===== src/hw/rtl/sieb_pkg.sv =====
`timescale 1ns / 1ps

package sieb_pkg;

  localparam int VAL_W = 31;
  localparam int CFG_W = 5;
  localparam int POS_W = 4;

  localparam logic [CFG_W-1:0] CFG_RESET = 5'd16;

  typedef logic [1:0] cell_op_t;

  localparam cell_op_t OP_HOLD = 2'd0;
  localparam cell_op_t OP_UPD  = 2'd1;
  localparam cell_op_t OP_ROT  = 2'd2;

  typedef struct packed {
    cell_op_t op;
    logic     in_use;
    logic     is_last;
    logic     use_down;
    logic     up_shift;
    logic     dn_shift;
    logic     dn_here;
  } cell_ctrl_t;

endpackage


===== src/hw/rtl/sorted_insert_evict_min_buffer_unit.sv =====
`timescale 1ns / 1ps
// channel | direction | ports                                     | handshake
// in      | input     | in_value                                  | in_valid / in_ready
// out     | output    | out_position out_content out_is_full out_last | out_valid / out_ready
// cfg     | input     | cfg_wr_data (cells in use)                | cfg_wr_en, no wait
//
// an item is taken in the idle state, then one update step (skipped for a zero value)
// covers the whole row of cells, then the ring rotates, one beat per cell in use,
// through cell 0, which drives the result port.
// reset (synchronous, rst_n low) empties every cell and clears full mode.
// a stalled out_ready freezes the rotation; no new item is taken until the dump ends.

module sorted_insert_evict_min_buffer_unit #(
  parameter int CAPACITY = 16
) (
  input  logic                         clk,
  input  logic                         rst_n,
  input  logic                         in_valid,
  output logic                         in_ready,
  input  logic [sieb_pkg::VAL_W-1:0]   in_value,
  output logic                         out_valid,
  input  logic                         out_ready,
  output logic [sieb_pkg::POS_W-1:0]   out_position,
  output logic [sieb_pkg::VAL_W-1:0]   out_content,
  output logic                         out_is_full,
  output logic                         out_last,
  input  logic                         cfg_wr_en,
  input  logic [sieb_pkg::CFG_W-1:0]   cfg_wr_data
);

  localparam int LW = $clog2(CAPACITY + 1);
  localparam logic [CAPACITY-1:0] ONES = '1;

  localparam logic [1:0] ST_IDLE = 2'd0;
  localparam logic [1:0] ST_UPD  = 2'd1;
  localparam logic [1:0] ST_DUMP = 2'd2;

  logic [1:0]                  state_r, state_nxt;
  logic [sieb_pkg::CFG_W-1:0]  cfg_r;
  logic [LW-1:0]               len_r, len_nxt;
  logic [LW-1:0]               cnt_r, cnt_nxt;
  logic [sieb_pkg::VAL_W-1:0]  v_r, v_nxt;
  logic                        full_r, full_nxt;

  sieb_pkg::cell_op_t          op;
  sieb_pkg::cell_ctrl_t        ctrl [CAPACITY];
  logic [sieb_pkg::VAL_W-1:0]  vals [CAPACITY];

  logic [CAPACITY-1:0] m_vec, g_vec, nz_vec, use_vec, last_vec;
  logic [CAPACITY-1:0] bef_vec, a_vec, here_vec, fs_vec;
  logic                up_found, use_down, last_beat;

  assign in_ready     = (state_r == ST_IDLE);
  assign out_valid    = (state_r == ST_DUMP);
  assign out_content  = vals[0];
  assign out_position = sieb_pkg::POS_W'(cnt_r);
  assign out_is_full  = full_r;
  assign last_beat    = (cnt_r == (len_r - LW'(1)));
  assign out_last     = last_beat;

  assign up_found = |(m_vec & use_vec);
  assign use_down = full_r || !up_found;

  // cells in use, clamped to 1..CAPACITY
  always_comb begin
    if (cfg_r == '0) begin
      len_nxt = LW'(1);
    end else if (32'(cfg_r) > CAPACITY) begin
      len_nxt = LW'(CAPACITY);
    end else begin
      len_nxt = LW'(cfg_r);
    end
  end

  genvar t;
  generate
    for (t = 0; t < CAPACITY; t++) begin : g_row
      localparam logic [CAPACITY-1:0] LOW_T = ONES >> (CAPACITY - t);

      assign use_vec[t]  = (len_r > LW'(t));
      assign last_vec[t] = (len_r == LW'(t + 1));
      // some earlier cell already takes the new value: shift up from below
      assign bef_vec[t]  = |(m_vec & use_vec & LOW_T);

      if (t < CAPACITY - 1) begin : g_a
        localparam logic [CAPACITY-1:0] LOW_T2 = ONES >> (CAPACITY - t - 2);
        // cell sits below the eviction insert point: shift down from above
        assign a_vec[t] = !(|(g_vec & use_vec & LOW_T2)) && use_vec[t + 1];
      end else begin : g_a_end
        assign a_vec[t] = 1'b0;
      end

      if (t == 0) begin : g_h0
        assign here_vec[t] = !a_vec[t];
        assign fs_vec[t]   = last_vec[t] && (m_vec[t] || nz_vec[t]);
      end else begin : g_hn
        assign here_vec[t] = !a_vec[t] && a_vec[t - 1];
        assign fs_vec[t]   = last_vec[t] &&
                             (bef_vec[t] ? nz_vec[t - 1] : (m_vec[t] || nz_vec[t]));
      end

      assign ctrl[t].op       = op;
      assign ctrl[t].in_use   = use_vec[t];
      assign ctrl[t].is_last  = last_vec[t];
      assign ctrl[t].use_down = use_down;
      assign ctrl[t].up_shift = bef_vec[t];
      assign ctrl[t].dn_shift = a_vec[t];
      assign ctrl[t].dn_here  = here_vec[t];

      sieb_cell u_cell (
        .clk      (clk),
        .rst_n    (rst_n),
        .ctrl     (ctrl[t]),
        .ins_val  (v_r),
        .prev_val ((t == 0) ? '0 : vals[(t == 0) ? 0 : t - 1]),
        .next_val ((t == CAPACITY - 1) ? '0 : vals[(t == CAPACITY - 1) ? t : t + 1]),
        .head_val (vals[0]),
        .val      (vals[t]),
        .up_match (m_vec[t]),
        .dn_match (g_vec[t]),
        .nz       (nz_vec[t])
      );
    end
  endgenerate

  always_comb begin
    state_nxt = state_r;
    cnt_nxt   = cnt_r;
    v_nxt     = v_r;
    full_nxt  = full_r;
    op        = sieb_pkg::OP_HOLD;
    case (state_r)
      ST_IDLE: begin
        if (in_valid) begin
          v_nxt     = in_value;
          state_nxt = ST_UPD;
        end
      end
      ST_UPD: begin
        if (v_r != '0) begin
          op       = sieb_pkg::OP_UPD;
          full_nxt = full_r || use_down || (|fs_vec);
        end
        cnt_nxt   = '0;
        state_nxt = ST_DUMP;
      end
      ST_DUMP: begin
        if (out_ready) begin
          op      = sieb_pkg::OP_ROT;
          cnt_nxt = cnt_r + LW'(1);
          if (last_beat) begin
            state_nxt = ST_IDLE;
          end
        end
      end
      default: begin
        state_nxt = ST_IDLE;
      end
    endcase
  end

  always_ff @(posedge clk) begin
    if (!rst_n) begin
      state_r <= ST_IDLE;
      cfg_r   <= sieb_pkg::CFG_RESET;
      full_r  <= 1'b0;
      cnt_r   <= '0;
      len_r   <= LW'(1);
    end else begin
      state_r <= state_nxt;
      full_r  <= full_nxt;
      cnt_r   <= cnt_nxt;
      if (cfg_wr_en) begin
        cfg_r <= cfg_wr_data;
      end
      if (in_valid && in_ready) begin
        len_r <= len_nxt;
      end
    end
  end

  always_ff @(posedge clk) begin
    v_r <= v_nxt;
  end

endmodule


===== src/hw/rtl/sieb_cell.sv =====
`timescale 1ns / 1ps

module sieb_cell (
  input  logic                     clk,
  input  logic                     rst_n,
  input  sieb_pkg::cell_ctrl_t     ctrl,
  input  logic [sieb_pkg::VAL_W-1:0] ins_val,
  input  logic [sieb_pkg::VAL_W-1:0] prev_val,
  input  logic [sieb_pkg::VAL_W-1:0] next_val,
  input  logic [sieb_pkg::VAL_W-1:0] head_val,
  output logic [sieb_pkg::VAL_W-1:0] val,
  output logic                     up_match,
  output logic                     dn_match,
  output logic                     nz
);

  logic [sieb_pkg::VAL_W-1:0] val_r;
  logic [sieb_pkg::VAL_W-1:0] val_nxt;

  assign val      = val_r;
  assign nz       = (val_r != '0);
  // empty cells count as larger while filling, never while evicting
  assign up_match = (ins_val < val_r) || !nz;
  assign dn_match = nz && (val_r >= ins_val);

  always_comb begin
    val_nxt = val_r;
    case (ctrl.op)
      sieb_pkg::OP_UPD: begin
        if (ctrl.in_use) begin
          if (ctrl.use_down) begin
            if (ctrl.dn_shift) begin
              val_nxt = next_val;
            end else if (ctrl.dn_here) begin
              val_nxt = ins_val;
            end
          end else begin
            if (ctrl.up_shift) begin
              val_nxt = prev_val;
            end else if (up_match) begin
              val_nxt = ins_val;
            end
          end
        end
      end
      sieb_pkg::OP_ROT: begin
        if (ctrl.in_use) begin
          val_nxt = ctrl.is_last ? head_val : next_val;
        end
      end
      default: begin
        val_nxt = val_r;
      end
    endcase
  end

  always_ff @(posedge clk) begin
    if (!rst_n) begin
      val_r <= '0;
    end else begin
      val_r <= val_nxt;
    end
  end

endmodule

===== config.mk =====
export PLATFORM = sky130hd
export DESIGN_NAME = sorted_insert_evict_min_buffer_unit
export DESIGN_NICKNAME = d
export VERILOG_FILES = /design/src/hw/rtl/sieb_pkg.sv /design/src/hw/rtl/sorted_insert_evict_min_buffer_unit.sv /design/src/hw/rtl/sieb_cell.sv
export SDC_FILE = /design/constraint.sdc
export NUM_CORES = 2
export LEC_CHECK = 0
export BUFFER_PORTS_ARGS = -buffer_cell sky130_fd_sc_hd__buf_2
export CORE_ASPECT_RATIO = 1.1
export CORE_MARGIN = 3
export CORE_UTILIZATION = 40
export CTS_CLUSTER_DIAMETER = 200
export DETAILED_ROUTE_END_ITERATION = 12
export GPL_TIMING_DRIVEN = 0
export PLACE_DENSITY = 0.53
export SETUP_SLACK_MARGIN = 0.3
export SYNTH_ARGS = -nofsm -noshare
export SYNTH_HDL_FRONTEND = slang
export SYNTH_SLANG_ARGS = --single-unit

===== constraint.sdc =====
create_clock -name clk -period 6.2 [get_ports clk]
set_input_delay 0.31 -clock clk [delete_from_list [all_inputs] [get_ports clk]]
set_output_delay 0.31 -clock clk [all_outputs]
set_load 0.01 [all_outputs]

==> results summary <==
The flow ran to the end, but the final reports show violations. The checks that failed: capacitance limit, slew limit. The sequential standard cell area is 11260 sq um.

The final instance count without filler cells is 8196. The count of nets left with antenna violations once routing finished came out at 0. The first TritonRoute pass finished after 9 iterations. The die extent in y came out at 365.3 microns. The total length of routed wires is 297800 microns. The final setup skew came out at 0.04632 ns. The detail-routed via count per cell came out at 7.002. The total track usage is 46.86%. The pin count of the biggest net entering global routing is 23. The total of fill cells in the finished design is 12010.

Yosys attributes the largest share of cell area to sky130_fd_sc_hd__dfxtp_1 22%, sky130_fd_sc_hd__ha_1 13%, sky130_fd_sc_hd__nand2_1 8.2%. The synthesized design contains 31 enable-type register cells. In this run the core area contains 131 standard-cell rows. Setup repair after global routing could not meet its margin everywhere.

The largest individual stage delay along the critical path comes from the cell sky130_fd_sc_hd__nor4_1. Across all layers, the routed design uses 57390 vias. The final max-slew violation count is 25. The via count of the first global-routing pass is 50920. Broken down by cell family, the worst path's largest delay share belongs to buffers and inverters. For this run, design rule violations remaining after detail routing come to 0. The clock transition at the registers of the reported paths came out at 0.06 ns.

The multi-input combinational cells in the finished layout cover a total of 32360 sq um. The initial utilization of the core area, before any placement, comes to 40.39%. The required time of the worst setup path came out at 6.83 ns.

The yosys synthesis warning count is 0. The TritonCTS buffer count is 74. Across the run, the number of max-cap violations was 4. The maximum clock path buffer count came out at 3.

STA classifies the critical path startpoint as a flop. The maximum vdd ir drop is 248.9 uV. The total number of H-tree levels is 3. The worst-case hold slack is 0.04892 ns. The number of cells in the design after placement is 7901. Counting distinct cell types in the post-synthesis netlist gives 86. The total setup violations reported at the end of the flow came out at 0.

The clock network latency to the later pin of the worst-skew pair is 0.71 ns. The share of the core filled with cells is 46.63%. The leakage power figure is 19.83 nW.

The number of clock sinks is 545. The setup check on the worst reg-to-reg path leaves a slack of 0.17 ns. After synthesis, the share of flip-flops with an asynchronous set or reset is 0%. In the synthesized netlist, the cells that appear most often are 1025 x sky130_fd_sc_hd__nand2_1, 514 x sky130_fd_sc_hd__dfxtp_1, 513 x sky130_fd_sc_hd__inv_1. Compared with the post-synthesis result, the final layout area differs by 15.45%. Among all flip-flop cells after synthesis, the most frequent one is sky130_fd_sc_hd__dfxtp_1. The total power divided by cell area came out at 466.1 nW/um^2. The average cell area after synthesis is 7.462 sq um. For the pin with the worst max-slew slack, the measured transition is 1.645 ns. The sequential share of the synthesized area came out at 23.91%. The tree is rooted in a sky130_fd_sc_hd__clkbuf_16. The mapped cell area is 46940 sq um. The first-iteration detailed-routing DRC count is 8668. The cell with the most instances after synthesis is sky130_fd_sc_hd__nand2_1. Prior to clock tree synthesis, the placed netlist has a worst setup slack of -3.010 ns. The wire-length estimate of the detail-placed layout is 242000 microns. The number of nets at the end of the flow came out at 7144. The synthesized design spends more area on one cell type than any other, namely sky130_fd_sc_hd__dfxtp_1.

The count of pins on the block boundary is 80. For this run, the slowest stage of the critical path takes 0.56 ns. Subtracting the final worst setup slack from the clock period gives 6.035 ns. The path type of the worst min-delay path is input port to flop. The nature of the critical path endpoint is a flop. The share of the clock period used by the worst path after layout came out at 97.33%. In this run the standard cell core region covers 116200 sq um.

In the final layout, the share of cells above drive strength 1 is 11.13%. The area fraction of the dominant cell type after synthesis is 21.92%. Together, buffers and inverters on the worst path number 5.

The number of synthesized register bits came out at 545. Routability-driven placement finished with a final weighted congestion of 1.042. In this run the tool buffered the top-level ports with 78 buffer cells.

The die is 332.6 microns wide. The worst setup margin came out at 0.1653 ns. The wire length of the first global-routing pass came out at 405000 microns.

The CTS tree is built. The global-route congestion overflow total came out at 0. The number of hold-slack violations in the final timing report is 0. The arrival time at the worst endpoint is 6.66 ns. The number of nets in the synthesized netlist came out at 6837.

The top achievable clock speed came out at 165.7 MHz. The instance count of the mapped netlist is 6290. The number of antenna violations at the first check in global routing is 7. The die footprint is 121500 sq um. In the final routed layout, each cell accounts on average for 36.33 microns. The worst pin sits at a relative slew slack of -10.54%. The largest fanout of any net on the critical path came out at 10. The critical path is of the flop to flop type. Walking the worst path, the cells encountered are buf_12 -> clkbuf_2 -> nor4_1 -> nand4_1 -> nor2_1 -> nor2_1 -> ha_1 -> inv_1 -> nand2_2 -> a22o_1 -> a21oi_1 -> o31a_1 -> buf_1 -> clkbuf_1 -> o21ai_0 -> a21oi_1.
[layout make-up]
class                      instances  share of cell area [%]
sequential                       545                   20.77
clock inverter                    30                  0.5403
tap                             1529                   3.530
inverter                         516                   3.643
buffer                           527                   4.419
clock buffer                     106                   3.976
timing repair buffer             231                   3.355
antenna                           10                 0.04618
multi-input combinational       4702                   59.72
[cells by family after synthesis]
logic type                 after synthesis  share of synthesized area, %
AOI/OAI and AO/OA                     2232                         34.28
and+or+nand+nor                       1880                         17.96
buffers and inverters                 1043                         8.511
DFF                                    545                         23.91
adders and majority gates              506                         13.49
muxes                                   77                         1.733
xor gates and xnor gates                 7                        0.1306
[per-stage QoR]
step	TNS (ns)	power, mW	area (sq um)
5_1_grt	0	26.04	54160
2_1_floorplan	0	13.64	46940
3_3_place_gp	-1200.82	19.01	49240
3_5_place_dp	-1183.45	19.12	49340
4_1_cts	0	24.06	53500
6_report	0	25.26	54190
[metal layers]
layer	part of all wire, %	wire (microns)	track usage, %	vias up
met3	12	35450	12.39	850
li1	-	-	-	24550
met5	0.015	44	0.5910	-
met1	41	120700	61.84	27870
met4	7.8	23300	31.61	6
met2	40	118300	66.60	4115
[sequential cells by signal, summed over array words and instances (netlist names)]
register and flops:
cnt_r 5, cfg_r 5, len_r 5, state_r 2, v_r 31, g_row.u_cell.val 496, out_is_full 1
[path summary, 6_finish.rpt]
check / cells past startpoint / from / end
setup / recovery: 16 / v_r[30]$_DFFE_PP_ / g_row[0].u_cell.val[15]$_SDFFE_PN0P_
hold / removal: 3 / cfg_wr_en / cfg_r[4]$_SDFFE_PN1P_
setup reg to reg: 16 / v_r[30]$_DFFE_PP_ / g_row[0].u_cell.val[15]$_SDFFE_PN0P_
hold reg to reg: 2 / g_row[1].u_cell.val[27]$_SDFFE_PN0P_ / g_row[1].u_cell.val[27]$_SDFFE_PN0P_
[placed cells by master, fill, tap and decap left out, drive strengths merged, types with 135 or more instances in the layout]
cell / n
o221ai: 180
clkbuf: 575
nand2: 1025
dfxtp: 514
o211ai: 204
o21ai: 382
nor2: 261
nand3: 135
buf: 252
ha: 506
inv: 506
a21oi: 407
nor4: 138
[report_power, final]
| part | internal, mW | switching, mW | leakage (nW) |
|---|---|---|---|
| Clock | 2.59 | 1.98 | 1.20 |
| Sequential | 4.23 | 1.46 | 4.48 |
| Combinational | 4.92 | 10.1 | 14.1 |
| Total | 11.7 | 13.5 | 19.8 |
[worst min-delay path, stage by stage]
cell	delay, ns
sky130_fd_sc_hd__buf_1	0.17
sky130_fd_sc_hd__mux2i_1	0.16
sky130_fd_sc_hd__nand2_1	0.06
[what timing repair did]
item / CTS / global route
setup buffers: 83 / 30
hold buffers: 36 / 0
endpoints found under the hold margin: 36 / 0
pin swaps: 10 / 13
resized for setup: 222 / 233
endpoints found under the setup margin: 497 / 491
Power figures use the tool's default switching activity.
